File: config.mk
export PLATFORM = sky130hd
export DESIGN_NAME = least_delay_link_picker_unit_flat
export DESIGN_NICKNAME = d
export VERILOG_FILES = /design/src/sv/ldlp_pkg.sv /design/src/sv/ldlp_req_if.sv /design/src/sv/ldlp_rsp_if.sv /design/src/sv/least_delay_link_picker_unit.sv /design/src/flat_wrapper.sv
export SDC_FILE = /design/constraint.sdc
export NUM_CORES = 2
export LEC_CHECK = 0
export ABC_AREA = 1
export BUFFER_PORTS_ARGS = -buffer_cell sky130_fd_sc_hd__clkbuf_2
export CORE_MARGIN = 2
export CORE_UTILIZATION = 45
export CTS_CLUSTER_DIAMETER = 100
export DETAILED_ROUTE_END_ITERATION = 8
export GPL_TIMING_DRIVEN = 0
export PLACE_DENSITY = 0.62
export SLEW_MARGIN = 0
export SYNTH_ARGS = -nofsm -noshare
export SYNTH_HDL_FRONTEND = slang
export SYNTH_SLANG_ARGS = --single-unit
File: constraint.sdc
create_clock -name clk -period 7.28 [get_ports clk]
set_input_delay 1.456 -clock clk [delete_from_list [all_inputs] [get_ports clk]]
set_output_delay 1.456 -clock clk [all_outputs]
set_load 0.01 [all_outputs]
File: src/sv/ldlp_pkg.sv
package ldlp_pkg;

  localparam int MAX_LINKS   = 8;
  localparam int TABLE_DEPTH = 8;
  localparam int IDX_W       = 3;
  localparam int CNT_W       = 4;
  localparam int CFG_W       = 4;
  localparam int RTT_W       = 32;
  localparam int BW_W        = 16;
  localparam int FLT_W       = 32;
  localparam int PEND_W      = 40;
  localparam int SIZE_W      = 16;
  localparam int KEY_W       = 48;
  localparam int PROD_W      = RTT_W + CFG_W;
  localparam int DIVD_W      = PEND_W + 1;
  localparam int DIV_CNT_W   = $clog2(DIVD_W);

  localparam logic [1:0] CMD_STATS     = 2'd0;
  localparam logic [1:0] CMD_ASSIGN    = 2'd1;
  localparam logic [1:0] CMD_SEND_DONE = 2'd2;

  localparam logic [0:0] CFG_RTT_WEIGHT   = 1'b0;
  localparam logic [0:0] CFG_LINKS_IN_USE = 1'b1;

  localparam logic [CFG_W-1:0]  RTT_WEIGHT_RST = CFG_W'(2);
  localparam logic [KEY_W-1:0]  KEY_MAX        = '1;
  localparam logic [PEND_W-1:0] PEND_MAX       = '1;

  typedef enum logic [2:0] {
    ST_IDLE,
    ST_PEND_RD,
    ST_SCAN_RD,
    ST_DIV,
    ST_KEY,
    ST_ASSIGN_WR,
    ST_FINISH
  } state_t;

  typedef struct packed {
    logic [RTT_W-1:0] rtt;
    logic [BW_W-1:0]  bw;
    logic [FLT_W-1:0] flight;
  } link_stats_t;

endpackage

File: src/sv/ldlp_req_if.sv
interface ldlp_req_if import ldlp_pkg::*; ();
  logic              valid;
  logic              ready;
  logic [1:0]        command;
  logic [IDX_W-1:0]  link_index;
  logic [RTT_W-1:0]  rtt_value;
  logic [BW_W-1:0]   bandwidth_value;
  logic [FLT_W-1:0]  in_flight_bytes;
  logic [SIZE_W-1:0] pkt_bytes;

  modport source (
    output valid, command, link_index, rtt_value, bandwidth_value, in_flight_bytes,
           pkt_bytes,
    input  ready
  );
  modport sink (
    input  valid, command, link_index, rtt_value, bandwidth_value, in_flight_bytes,
           pkt_bytes,
    output ready
  );
endinterface

File: src/sv/ldlp_rsp_if.sv
interface ldlp_rsp_if import ldlp_pkg::*; ();
  logic             valid;
  logic             ready;
  logic             assigned;
  logic [IDX_W-1:0] chosen_link;
  logic [KEY_W-1:0] chosen_key;

  modport source (
    output valid, assigned, chosen_link, chosen_key,
    input  ready
  );
  modport sink (
    input  valid, assigned, chosen_link, chosen_key,
    output ready
  );
endinterface

File: src/sv/least_delay_link_picker_unit.sv
// One beat is worked on at a time. An assign beat visits each active link in turn and runs
// the shared divider only for a link with nonzero bandwidth; with no active link it goes
// straight to its result. The divider retires one quotient bit per cycle.
// Synchronous reset sets rtt_weight to 2, links_in_use to 0 and marks every table entry
// unwritten, so that it reads as zero; no clearing pass is needed.
module least_delay_link_picker_unit import ldlp_pkg::*; (
  input  logic             clk,
  input  logic             rst,
  input  logic             cfg_we,
  input  logic [0:0]       cfg_index,
  input  logic [CFG_W-1:0] cfg_data,
  ldlp_req_if.sink         req,
  ldlp_rsp_if.source       rsp
);

  state_t state, state_next;

  logic [CFG_W-1:0] rtt_weight;
  logic [CNT_W-1:0] links_in_use;
  logic [CNT_W-1:0] n_eff;

  link_stats_t       stats_mem [TABLE_DEPTH];
  logic [PEND_W-1:0] pend_mem  [TABLE_DEPTH];
  logic [TABLE_DEPTH-1:0] stats_vld;
  logic [TABLE_DEPTH-1:0] pend_vld;

  logic [IDX_W-1:0]  rd_addr;
  link_stats_t       stats_rd, stats_q;
  logic [PEND_W-1:0] pend_rd, pend_q;
  logic              stats_rd_vld, pend_rd_vld;

  logic              accept, idx_ok, stats_we, pend_we, last_link, out_free;
  logic [IDX_W-1:0]  pend_wr_addr;
  logic [PEND_W-1:0] pend_wr_data;
  logic [PEND_W:0]   pend_sum;

  logic [1:0]        cmd;
  logic [IDX_W-1:0]  idx;
  logic [SIZE_W-1:0] size;
  logic              cmd_ok;
  logic              res_assigned;

  logic [IDX_W-1:0]     scan_idx;
  logic [PROD_W-1:0]    prod;
  logic [BW_W-1:0]      bw;
  logic [DIVD_W-1:0]    divd;
  logic [BW_W-1:0]      rem;
  logic [BW_W:0]        rem_shift;
  logic [DIV_CNT_W-1:0] div_cnt;
  logic [PEND_W-1:0]    pend_cur;
  logic [KEY_W-1:0]     key_cur;

  logic [IDX_W-1:0]  best_idx;
  logic [KEY_W-1:0]  best_key;
  logic [PEND_W-1:0] best_pend;

  logic             rsp_valid;
  logic             rsp_assigned;
  logic [IDX_W-1:0] rsp_link;
  logic [KEY_W-1:0] rsp_key;

  always_comb begin
    if (int'(links_in_use) > MAX_LINKS) begin
      n_eff = CNT_W'(MAX_LINKS);
    end else begin
      n_eff = links_in_use;
    end
    if (int'(n_eff) > TABLE_DEPTH) begin
      n_eff = CNT_W'(TABLE_DEPTH);
    end
  end

  assign stats_q   = stats_rd_vld ? stats_rd : '0;
  assign pend_q    = pend_rd_vld ? pend_rd : '0;
  assign idx_ok    = int'(req.link_index) < MAX_LINKS;
  assign last_link = (CNT_W'(scan_idx) + CNT_W'(1)) >= n_eff;
  assign out_free  = !rsp_valid || rsp.ready;
  assign rem_shift = {rem, divd[DIVD_W-1]};
  assign key_cur   = (bw == '0) ? KEY_MAX : KEY_W'(prod) + KEY_W'(divd);
  assign pend_sum  = {1'b0, best_pend} + (PEND_W + 1)'(size);

  // Next state.
  always_comb begin
    state_next = state;
    unique case (state)
      ST_IDLE: begin
        if (accept) begin
          priority case (req.command)
            CMD_SEND_DONE: state_next = ST_PEND_RD;
            CMD_ASSIGN:    state_next = (n_eff == '0) ? ST_FINISH : ST_SCAN_RD;
            default:       state_next = ST_FINISH;
          endcase
        end
      end
      ST_PEND_RD:   state_next = ST_FINISH;
      ST_SCAN_RD:   state_next = (stats_q.bw == '0) ? ST_KEY : ST_DIV;
      ST_DIV: begin
        if (div_cnt == DIV_CNT_W'(DIVD_W - 1)) begin
          state_next = ST_KEY;
        end
      end
      ST_KEY:       state_next = last_link ? ST_ASSIGN_WR : ST_SCAN_RD;
      ST_ASSIGN_WR: state_next = ST_FINISH;
      ST_FINISH: begin
        if (out_free) begin
          state_next = ST_IDLE;
        end
      end
      default:      state_next = ST_IDLE;
    endcase
  end

  // Control outputs.
  always_comb begin
    req.ready    = (state == ST_IDLE);
    accept       = req.valid && (state == ST_IDLE);
    stats_we     = accept && (req.command == CMD_STATS) && idx_ok;
    pend_we      = 1'b0;
    pend_wr_addr = idx;
    pend_wr_data = '0;
    rd_addr      = scan_idx;
    unique case (state)
      ST_IDLE: begin
        rd_addr = (req.command == CMD_ASSIGN) ? '0 : req.link_index;
      end
      ST_PEND_RD: begin
        pend_we      = cmd_ok;
        pend_wr_data = (pend_q >= PEND_W'(size)) ? pend_q - PEND_W'(size) : '0;
      end
      ST_KEY: begin
        rd_addr = scan_idx + IDX_W'(1);
      end
      ST_ASSIGN_WR: begin
        pend_we      = 1'b1;
        pend_wr_addr = best_idx;
        pend_wr_data = (pend_sum > (PEND_W + 1)'(PEND_MAX)) ? PEND_MAX : pend_sum[PEND_W-1:0];
      end
      default: begin
      end
    endcase
  end

  always_ff @(posedge clk) begin
    if (stats_we) begin
      stats_mem[req.link_index] <= '{rtt: req.rtt_value, bw: req.bandwidth_value,
                                     flight: req.in_flight_bytes};
    end
    stats_rd <= stats_mem[rd_addr];
  end

  always_ff @(posedge clk) begin
    if (pend_we) begin
      pend_mem[pend_wr_addr] <= pend_wr_data;
    end
    pend_rd <= pend_mem[rd_addr];
  end

  always_ff @(posedge clk) begin
    if (rst) begin
      state        <= ST_IDLE;
      rtt_weight   <= RTT_WEIGHT_RST;
      links_in_use <= '0;
      stats_vld    <= '0;
      pend_vld     <= '0;
      stats_rd_vld <= 1'b0;
      pend_rd_vld  <= 1'b0;
      res_assigned <= 1'b0;
      rsp_valid    <= 1'b0;
    end else begin
      state        <= state_next;
      stats_rd_vld <= stats_vld[rd_addr];
      pend_rd_vld  <= pend_vld[rd_addr];
      if (cfg_we) begin
        unique case (cfg_index)
          CFG_RTT_WEIGHT:   rtt_weight   <= cfg_data;
          CFG_LINKS_IN_USE: links_in_use <= cfg_data;
          default: begin
          end
        endcase
      end
      if (stats_we) begin
        stats_vld[req.link_index] <= 1'b1;
      end
      if (pend_we) begin
        pend_vld[pend_wr_addr] <= 1'b1;
      end
      if (accept) begin
        res_assigned <= 1'b0;
      end else if (state == ST_ASSIGN_WR) begin
        res_assigned <= 1'b1;
      end
      if (state == ST_FINISH && out_free) begin
        rsp_valid <= 1'b1;
      end else if (rsp.ready) begin
        rsp_valid <= 1'b0;
      end
    end
  end

  always_ff @(posedge clk) begin
    if (accept) begin
      cmd      <= req.command;
      idx      <= req.link_index;
      size     <= req.pkt_bytes;
      cmd_ok   <= idx_ok;
      scan_idx <= '0;
    end
    unique case (state)
      ST_SCAN_RD: begin
        prod     <= PROD_W'(stats_q.rtt) * PROD_W'(rtt_weight);
        divd     <= DIVD_W'(stats_q.flight) + DIVD_W'(pend_q);
        bw       <= stats_q.bw;
        rem      <= '0;
        div_cnt  <= '0;
        pend_cur <= pend_q;
      end
      ST_DIV: begin
        if (rem_shift >= {1'b0, bw}) begin
          rem  <= BW_W'(rem_shift - {1'b0, bw});
          divd <= {divd[DIVD_W-2:0], 1'b1};
        end else begin
          rem  <= rem_shift[BW_W-1:0];
          divd <= {divd[DIVD_W-2:0], 1'b0};
        end
        div_cnt <= div_cnt + DIV_CNT_W'(1);
      end
      ST_KEY: begin
        if (scan_idx == '0 || key_cur < best_key) begin
          best_idx  <= scan_idx;
          best_key  <= key_cur;
          best_pend <= pend_cur;
        end
        scan_idx <= scan_idx + IDX_W'(1);
      end
      default: begin
      end
    endcase
    if (state == ST_FINISH && out_free) begin
      rsp_assigned <= res_assigned && (cmd == CMD_ASSIGN);
      rsp_link     <= res_assigned ? best_idx : '0;
      rsp_key      <= res_assigned ? best_key : '0;
    end
  end

  assign rsp.valid       = rsp_valid;
  assign rsp.assigned    = rsp_assigned;
  assign rsp.chosen_link = rsp_link;
  assign rsp.chosen_key  = rsp_key;

endmodule

File: src/flat_wrapper.sv
// flat-port wrapper written by rule: the top's interface ports become plain ports
module least_delay_link_picker_unit_flat import ldlp_pkg::*;
  (clk, rst, cfg_we, cfg_index, cfg_data, req_valid, req_command, req_link_index, req_rtt_value, req_bandwidth_value, req_in_flight_bytes, req_pkt_bytes, req_ready, rsp_valid, rsp_assigned, rsp_chosen_link, rsp_chosen_key, rsp_ready);
  ldlp_req_if req_i ();
  ldlp_rsp_if rsp_i ();
  input  logic clk;
  input  logic rst;
  input  logic cfg_we;
  input  logic [0:0] cfg_index;
  input  logic [CFG_W-1:0] cfg_data;
  input wire logic [$bits(req_i.valid)-1:0] req_valid;
  input wire logic [$bits(req_i.command)-1:0] req_command;
  input wire logic [$bits(req_i.link_index)-1:0] req_link_index;
  input wire logic [$bits(req_i.rtt_value)-1:0] req_rtt_value;
  input wire logic [$bits(req_i.bandwidth_value)-1:0] req_bandwidth_value;
  input wire logic [$bits(req_i.in_flight_bytes)-1:0] req_in_flight_bytes;
  input wire logic [$bits(req_i.pkt_bytes)-1:0] req_pkt_bytes;
  output wire logic [$bits(req_i.ready)-1:0] req_ready;
  output wire logic [$bits(rsp_i.valid)-1:0] rsp_valid;
  output wire logic [$bits(rsp_i.assigned)-1:0] rsp_assigned;
  output wire logic [$bits(rsp_i.chosen_link)-1:0] rsp_chosen_link;
  output wire logic [$bits(rsp_i.chosen_key)-1:0] rsp_chosen_key;
  input wire logic [$bits(rsp_i.ready)-1:0] rsp_ready;
  assign req_i.valid = req_valid;
  assign req_i.command = req_command;
  assign req_i.link_index = req_link_index;
  assign req_i.rtt_value = req_rtt_value;
  assign req_i.bandwidth_value = req_bandwidth_value;
  assign req_i.in_flight_bytes = req_in_flight_bytes;
  assign req_i.pkt_bytes = req_pkt_bytes;
  assign req_ready = req_i.ready;
  assign rsp_valid = rsp_i.valid;
  assign rsp_assigned = rsp_i.assigned;
  assign rsp_chosen_link = rsp_i.chosen_link;
  assign rsp_chosen_key = rsp_i.chosen_key;
  assign rsp_i.ready = rsp_ready;
  least_delay_link_picker_unit u_core (.clk(clk), .rst(rst), .cfg_we(cfg_we), .cfg_index(cfg_index), .cfg_data(cfg_data), .req(req_i), .rsp(rsp_i));
endmodule
Yosys cells after proc, flatten, opt, wreduce, memory -nomap -nowiden
Memories as Yosys holds them, arrays and structs flattened. A register that Yosys moved wholly into a read port is not among the register bits.
Index checks and enable logic that the tools add are counted.

word-level totals
  output and inout bits = 54
  memories = 2
  input bits = 111
  RAM bits = 960
  flip-flop bits (word level) = 353
  logic and storage cells = 129

memory list
  name              words  width  rd ports  clocked after Yosys merged registers in  write ports  RTL line                            RTL
  u_core.stats_mem  8      80     1         1                                        1            least_delay_link_picker_unit.sv:22  link_stats_t stats_mem [TABLE_DEPTH];
  u_core.pend_mem   8      40     1         1                                        1            least_delay_link_picker_unit.sv:23  logic [PEND_W-1:0] pend_mem [TABLE_DEPTH];

cells by class
  $mul = 1
  bitwise gates (word level) = 3
  muxes and demuxes = 41
  reduce and logical (&&, ||, !) cells = 24
  eq/ne operators = 13
  add/sub/neg operators = 8
  order comparisons = 12

operators by type and width
  cell                                                             number
  2-to-1 mux 40 bit                                                3
  case mux 41 bit (2 select lines)                                 1
  2-to-1 mux 80 bit                                                1
  case mux 40 bit (2 select lines)                                 1
  < comparator 48 bit                                              1
  2-to-1 mux 48 bit                                                1
  adder 36 x 41 -> 42 bit                                          1
  adder 32 x 40 -> 41 bit                                          1
  adder 40 x 16 -> 41 bit                                          1
  greater-than comparator 41 x 40 -> 1 bit, second input constant  1
  greater-or-equal comparator 40 x 16 -> 1 bit                     1
  subtractor 40 x 16 -> 40 bit                                     1
  multiplier 32 x 4 -> 36 bit                                      1
  zero test 16 bit                                                 2
  case mux 16 bit (2 select lines)                                 1
  2-to-1 mux 3 bit                                                 10
  case mux 3 bit (6 select lines)                                  1
  greater-or-equal comparator 17 x 16 -> 1 bit                     1
  2-to-1 mux 16 bit                                                1
  bitwise OR 8 bit                                                 2
  subtractor 16 bit                                                1
  < comparator 3 x 4 -> 1 bit, second input constant               3
  2-to-1 mux 1 bit                                                 12
  case mux 3 bit (2 select lines)                                  2
  28 further kinds                                                 51

Longest topological paths before layout
  depth in word-level cells = 9
  depth in mapped cells = 23
  depth with buffers taken out = 23

Least setup slack after synthesis
Ideal clock, no wire load.

  path kind = reg-to-reg
  start = reg u_core.divd[0]
  end = reg u_core.best_idx[0] (enable)
  setup slack = -0.391 ns
  path buffers = 0
  period minus slack after synthesis = 7.671 ns
  data arrival time = 7.112 ns
  cell stages (with the launch flop) = 21
  path through = edfxtp_1 -> ha_1 -> fa_1 -> nand2_1 -> o21ai_0 -> a21oi_1 -> inv_1 -> a31oi_1 -> o21ai_0 -> a21oi_1 -> o21ai_0 -> ha_1 -> nand2_1 -> inv_1 -> nand3_1 -> a31oi_1 -> nor3_1 -> nand3_1 -> a21oi_1 -> nand2_1 -> a21oi_1

on the way
  word-level cells in the longest chain between the ends = 5

RTL lines
  what                                  RTL line                             RTL
  start, declared                       least_delay_link_picker_unit.sv:46   logic [DIVD_W-1:0] divd;
  start signal, assigned                least_delay_link_picker_unit.sv:211  divd <= DIVD_W'(stats_q.flight) + DIVD_W'(pend_q);
  start signal, assigned                least_delay_link_picker_unit.sv:220  divd <= {divd[DIVD_W-2:0], 1'b1};
  start signal, assigned                least_delay_link_picker_unit.sv:223  divd <= {divd[DIVD_W-2:0], 1'b0};
  adder 36 x 41 -> 42 bit               least_delay_link_picker_unit.sv:79   assign key_cur = (bw == '0) ? KEY_MAX : KEY_W'(prod) + KEY_W'(divd);
  2-to-1 mux 48 bit                     least_delay_link_picker_unit.sv:79
  named net u_core.key_cur[26]          least_delay_link_picker_unit.sv:51   logic [KEY_W-1:0] key_cur;
  < comparator 48 bit                   least_delay_link_picker_unit.sv:228  if (scan_idx == '0 || key_cur < best_key) begin
  logical OR 1 bit                      least_delay_link_picker_unit.sv:228
  AND reduction 2 bit (no source line)  -
  end signal, assigned                  least_delay_link_picker_unit.sv:229  best_idx <= scan_idx;
  end, declared                         least_delay_link_picker_unit.sv:53   logic [IDX_W-1:0] best_idx;

The timed path passes the listed nets, and every way through them passes these cells.
A chain may end at the register's enable or synchronous reset.

Final worst setup path
  start = reg u_core.pend_rd_vld
  end = mem u_core.pend_mem[7][5], data pin

on the way
  word-level cells in the longest chain between the ends = 4
  elaborated cells on any way between the ends = 5

RTL lines
  what                                          RTL line                             RTL
  start, declared                               least_delay_link_picker_unit.sv:30   logic stats_rd_vld, pend_rd_vld;
  start signal, assigned                        least_delay_link_picker_unit.sv:172  pend_rd_vld <= pend_vld[rd_addr];
  2-to-1 mux 40 bit                             least_delay_link_picker_unit.sv:74   assign pend_q = pend_rd_vld ? pend_rd : '0;
  named net u_core.pend_q[15]                   least_delay_link_picker_unit.sv:29   logic [PEND_W-1:0] pend_rd, pend_q;
  greater-or-equal comparator 40 x 16 -> 1 bit  least_delay_link_picker_unit.sv:128  pend_wr_data = (pend_q >= PEND_W'(size)) ? pend_q - PEND_W'(size) : '0;
  2-to-1 mux 40 bit                             least_delay_link_picker_unit.sv:128
  case mux 40 bit (2 select lines)              least_delay_link_picker_unit.sv:122  unique case (state)
  named net u_core.pend_wr_data[5]              least_delay_link_picker_unit.sv:34   logic [PEND_W-1:0] pend_wr_data;
  end, declared                                 least_delay_link_picker_unit.sv:23

The timed path passes the listed nets, and every way through them passes these cells.

==> key figures <==
Timing
  • Worst relative slew slack: -4.17%
  • RSZ-0062 raised after global routing: no
  • Hold slack final: 0.416 ns
  • Final setup viols: 0
  • Setup TNS: 0 ns
  • Count of final hold-check violations: 0
  • F_max: 172 MHz
  • Slew of the pin with the lowest slew margin: 1.55 ns
  • Final Cycle Share: 79.9%
  • Final Slew Violations: 10
  • Clock Skew: 0.0589 ns
  • Crit path time final: 5.82 ns

Clock tree
  • Clock Sinks: 1,423
  • CTS root buffer: clkbuf_16
  • Clk buf depth: 3
  • CTS tree: yes
  • Clock-pin slew on the worst setup and hold paths: 0.06 ns
  • Resized cells post-CTS: 0
  • # hold bufs at CTS: 0
  • Postcts setup bufs: 0
  • H-tree levels: 4
  • Worst skew pair latency: 0.80 ns
  • CTS buffer count: 152

Yosys
  • Syn nets: 6,851
  • Top_reg_cell synth: edfxtp_1
  • Cell variety after synth: 53
  • Number of synthesized flops with an enable pin: 1,272
  • Area leader, netlist: edfxtp_1
  • Share of flip-flops with an asynchronous set or reset: 0%
  • Synth cell count leaders: 1,272 x edfxtp_1, 1,257 x nor2_1, 854 x nand2_1
  • Synth top area cells: edfxtp_1 57%, nor2_1 7.1%, nand2_1 4.8%, o21ai_0 4.8%, dfxtp_1 4.5%
  • Synth Register Bits: 1,423
  • Top-area cell type share of the netlist area: 57.1%
  • Post-Synthesis Cells: 6,469
  • Post-Syn Area: 66,900 um2
  • Most instantiated library cell after synthesis: edfxtp_1
  • Synth warn: 0
  • Syn avg cell area: 10.3 um2
  • Seq/Total Area, Yosys: 61.6%

Route
  • Detailed Route WL: 202 mm
  • Final ANT Viol Nets: 0
  • 1st-iter DRT viols: 4,831
  • Total number of vias: 48,600
  • Drt pass-1 iters: 5
  • Routed WL per cell: 22.7 um
  • Drt via density: 5.46
  • DRC: 0

Worst setup path
  • CP max stage delay: 1.24 ns
  • CP Launch Type: register
  • Source of the worst register-to-register timing path: u_core.pend_rd_vld
  • Required @ worst endpoint: 7.64 ns
  • Cell mode on critical path: nand2_1
  • R2r setup slk: 1.46 ns
  • R2R cell count: 15
  • Slowest CP cell: o21ai_0
  • Largest delay share family, worst path: buffers and inverters
  • Cell Chain, Critical Path: buf_2 > buf_2 > buf_1 > nand2_1 > inv_1 > ha_1 > nand2_1 > nor2_1 > nand3_1 > nor4_1 > nand2_1 > nand4_1 > o21ai_2 > clkbuf_2 > o21ai_0
  • Nature of the critical path endpoint: register
  • Worst R2R End: u_core.pend_mem[7][5]
  • CP max FO: 10
  • Crit path kind: reg2reg
  • Buf+Inv Stages, Crit Path: 5
  • CP arrival: 6.18 ns

Pwr
  • Pwr dens: 428 nW/um2
  • Sw Ratio: 42.2%
  • Part of the power in registers: 33.3%
  • Peak supply drop: 0.288 mV
  • Overall power: 32.7 mW
  • Clock Power Share: 23.8%
  • Gate power share: 42.9%
  • Internal: 18.9 mW
  • Sw power: 13.8 mW
  • Lkg Pwr: 30.1 nW

Floorplan
  • Die Area: 152,000 um2
  • Ports: 165
  • Initial core utilization: 45.3%
  • Chip Width: 390 um
  • Core area: 148,000 um2
  • # rows: 141
  • Die Height: 390 um

Layout
  • Nets: 7,218
  • Final instance area: 76,400 um2
  • # fillers: 13,300
  • P&R area growth vs syn: 14.2%
  • Layout cells sized above 1: 8.98%

Status
  • Failing checks: max-capacitance violations, max-slew violations
  • Status: finished with violations

Place
  • DP HPWL: 148 mm
  • Port Buffers: 164
  • Gpl congestion: 0.969
  • Placed inst area: 71,300 um2

Global routing
  • Largest net degree at the start of global routing: 37
  • Vias in the first global route: 46,700
  • Antenna violations before repair: 25
  • Global-route wire length before repair: 297 mm
  • GRT Residual Overflow: 0
  • Gr usage total: 26.3%

Min path
  • Hold Crit Depth: 0
  • Hold Crit Class: reg2reg
  • Worst min-delay path startpoint: u_core.pend_cur[15]
  • Worst Hold End: u_core.best_pend[15]

Flow run
  • Max-Cap Viols: 1
==> worst reg2reg max path, cell delays in order (launching register included) <==
cell      delay [ns]
dfxtp_1         0.54
buf_2           0.29
buf_2           0.27
buf_1           0.46
nand2_1         0.13
inv_1           0.30
ha_1            0.23
nand2_1         0.16
nor2_1          0.21
nand3_1         0.16
nor4_1          0.66
nand2_1         0.12
nand4_1         0.11
o21ai_2         0.17
clkbuf_2        0.36
o21ai_0         1.24
==> metrics by stage <==
stage	utilization [%]	cells	setup WS (ns)
after floorplan	-	6469	1.36
after global placement	47.5	8563	-1.99
after detailed placement	48.3	8610	1.51
after CTS	51.7	8890	1.48
after global routing	51.7	8899	1.15
final	51.7	8905	1.46
==> area by class of cell <==
cell class	instances	area, um2	share of cell area (%)
flip-flops and latches	1423	41200	54.0
repair buffers	213	1810	2.36
plain buffers	254	1330	1.74
clock buffers	205	4210	5.52
inverters	621	2330	3.05
diodes	13	32.5	0.0426
clock inverters	75	871	1.14
multi-input cells	4171	22200	29.0
well taps	1930	2410	3.16
==> cells in the final DEF (no fill, tap or decap), types with 27 or more instances in the layout <==
cell	n
a21o_1	27
a21oi_1	229
a31oi_1	156
buf_12	29
buf_2	76
buf_6	32
clkbuf_1	157
clkbuf_16	153
clkbuf_2	167
dfxtp_1	151
edfxtp_1	1272
fa_1	65
ha_1	206
inv_1	614
nand2_1	854
nand3_1	159
nand4_1	55
nor2_1	1240
nor3_1	51
o21ai_0	627
o21ai_1	88
o22ai_1	125
xnor2_1	32
xor2_1	80
==> worst max-delay path by stage <==
stage                        startpoint                 endpoint  depth (start not counted)
finish               u_core.pend_rd_vld    u_core.pend_mem[7][5]                         15
global route        u_core.stats_rd_vld          u_core.prod[24]                         21
CTS                 u_core.stats_rd_vld          u_core.prod[31]                         18
detailed placement  u_core.stats_rd_vld          u_core.prod[31]                         18
global placement         req_command[1]  u_core.stats_mem[2][51]                          6
floorplan                u_core.divd[0]       u_core.best_idx[0]                         20
==> metal layers <==
metal / wire (um) / vias to the layer above / GRT usage [%]
met1: 89800 / 23400 / 37.7
met4: 5510 / 20 / 7.84
met2: 89400 / 1818 / 40.2
met5: 134 / - / 0
met3: 17200 / 300 / 5.46
li1: - / 23100 / -
==> sequential cells by signal (all words and copies together) (netlist names), 36 cells and up <==
| signal | cells |
|---|---|
| u_core.best_key | 43 |
| u_core.best_pend | 40 |
| u_core.divd | 41 |
| u_core.pend_cur | 40 |
| u_core.pend_mem | 320 |
| u_core.pend_rd | 40 |
| u_core.prod | 36 |
| u_core.rsp.chosen_key | 43 |
| u_core.stats_mem | 640 |
| u_core.stats_rd | 80 |
==> power by group through the flow <==
stage / logic [mW] / registers (mW) / clock network (mW)
2_1_floorplan: 8.76 / 10.8 / 0
3_3_place_gp: 13.5 / 11.1 / 0
3_5_place_dp: 13.8 / 11.0 / 0
4_1_cts: 13.9 / 10.9 / 7.89
5_1_grt: 15.4 / 10.9 / 8.22
6_report: 14.0 / 10.9 / 7.80
==> cell families after synthesis <==
logic type | count (synthesis) | share of synthesized area (%)
and+or+nand+nor | 2445 | 14.6
DFF | 1423 | 61.6
AOI/OAI and AO/OA | 1342 | 11.0
buffers and inverters | 875 | 5.47
adders and majority gates | 271 | 5.80
xor gates and xnor gates | 112 | 1.47
muxes | 1 | 0.0150
No activity file was read; power rests on OpenSTA's default activity.
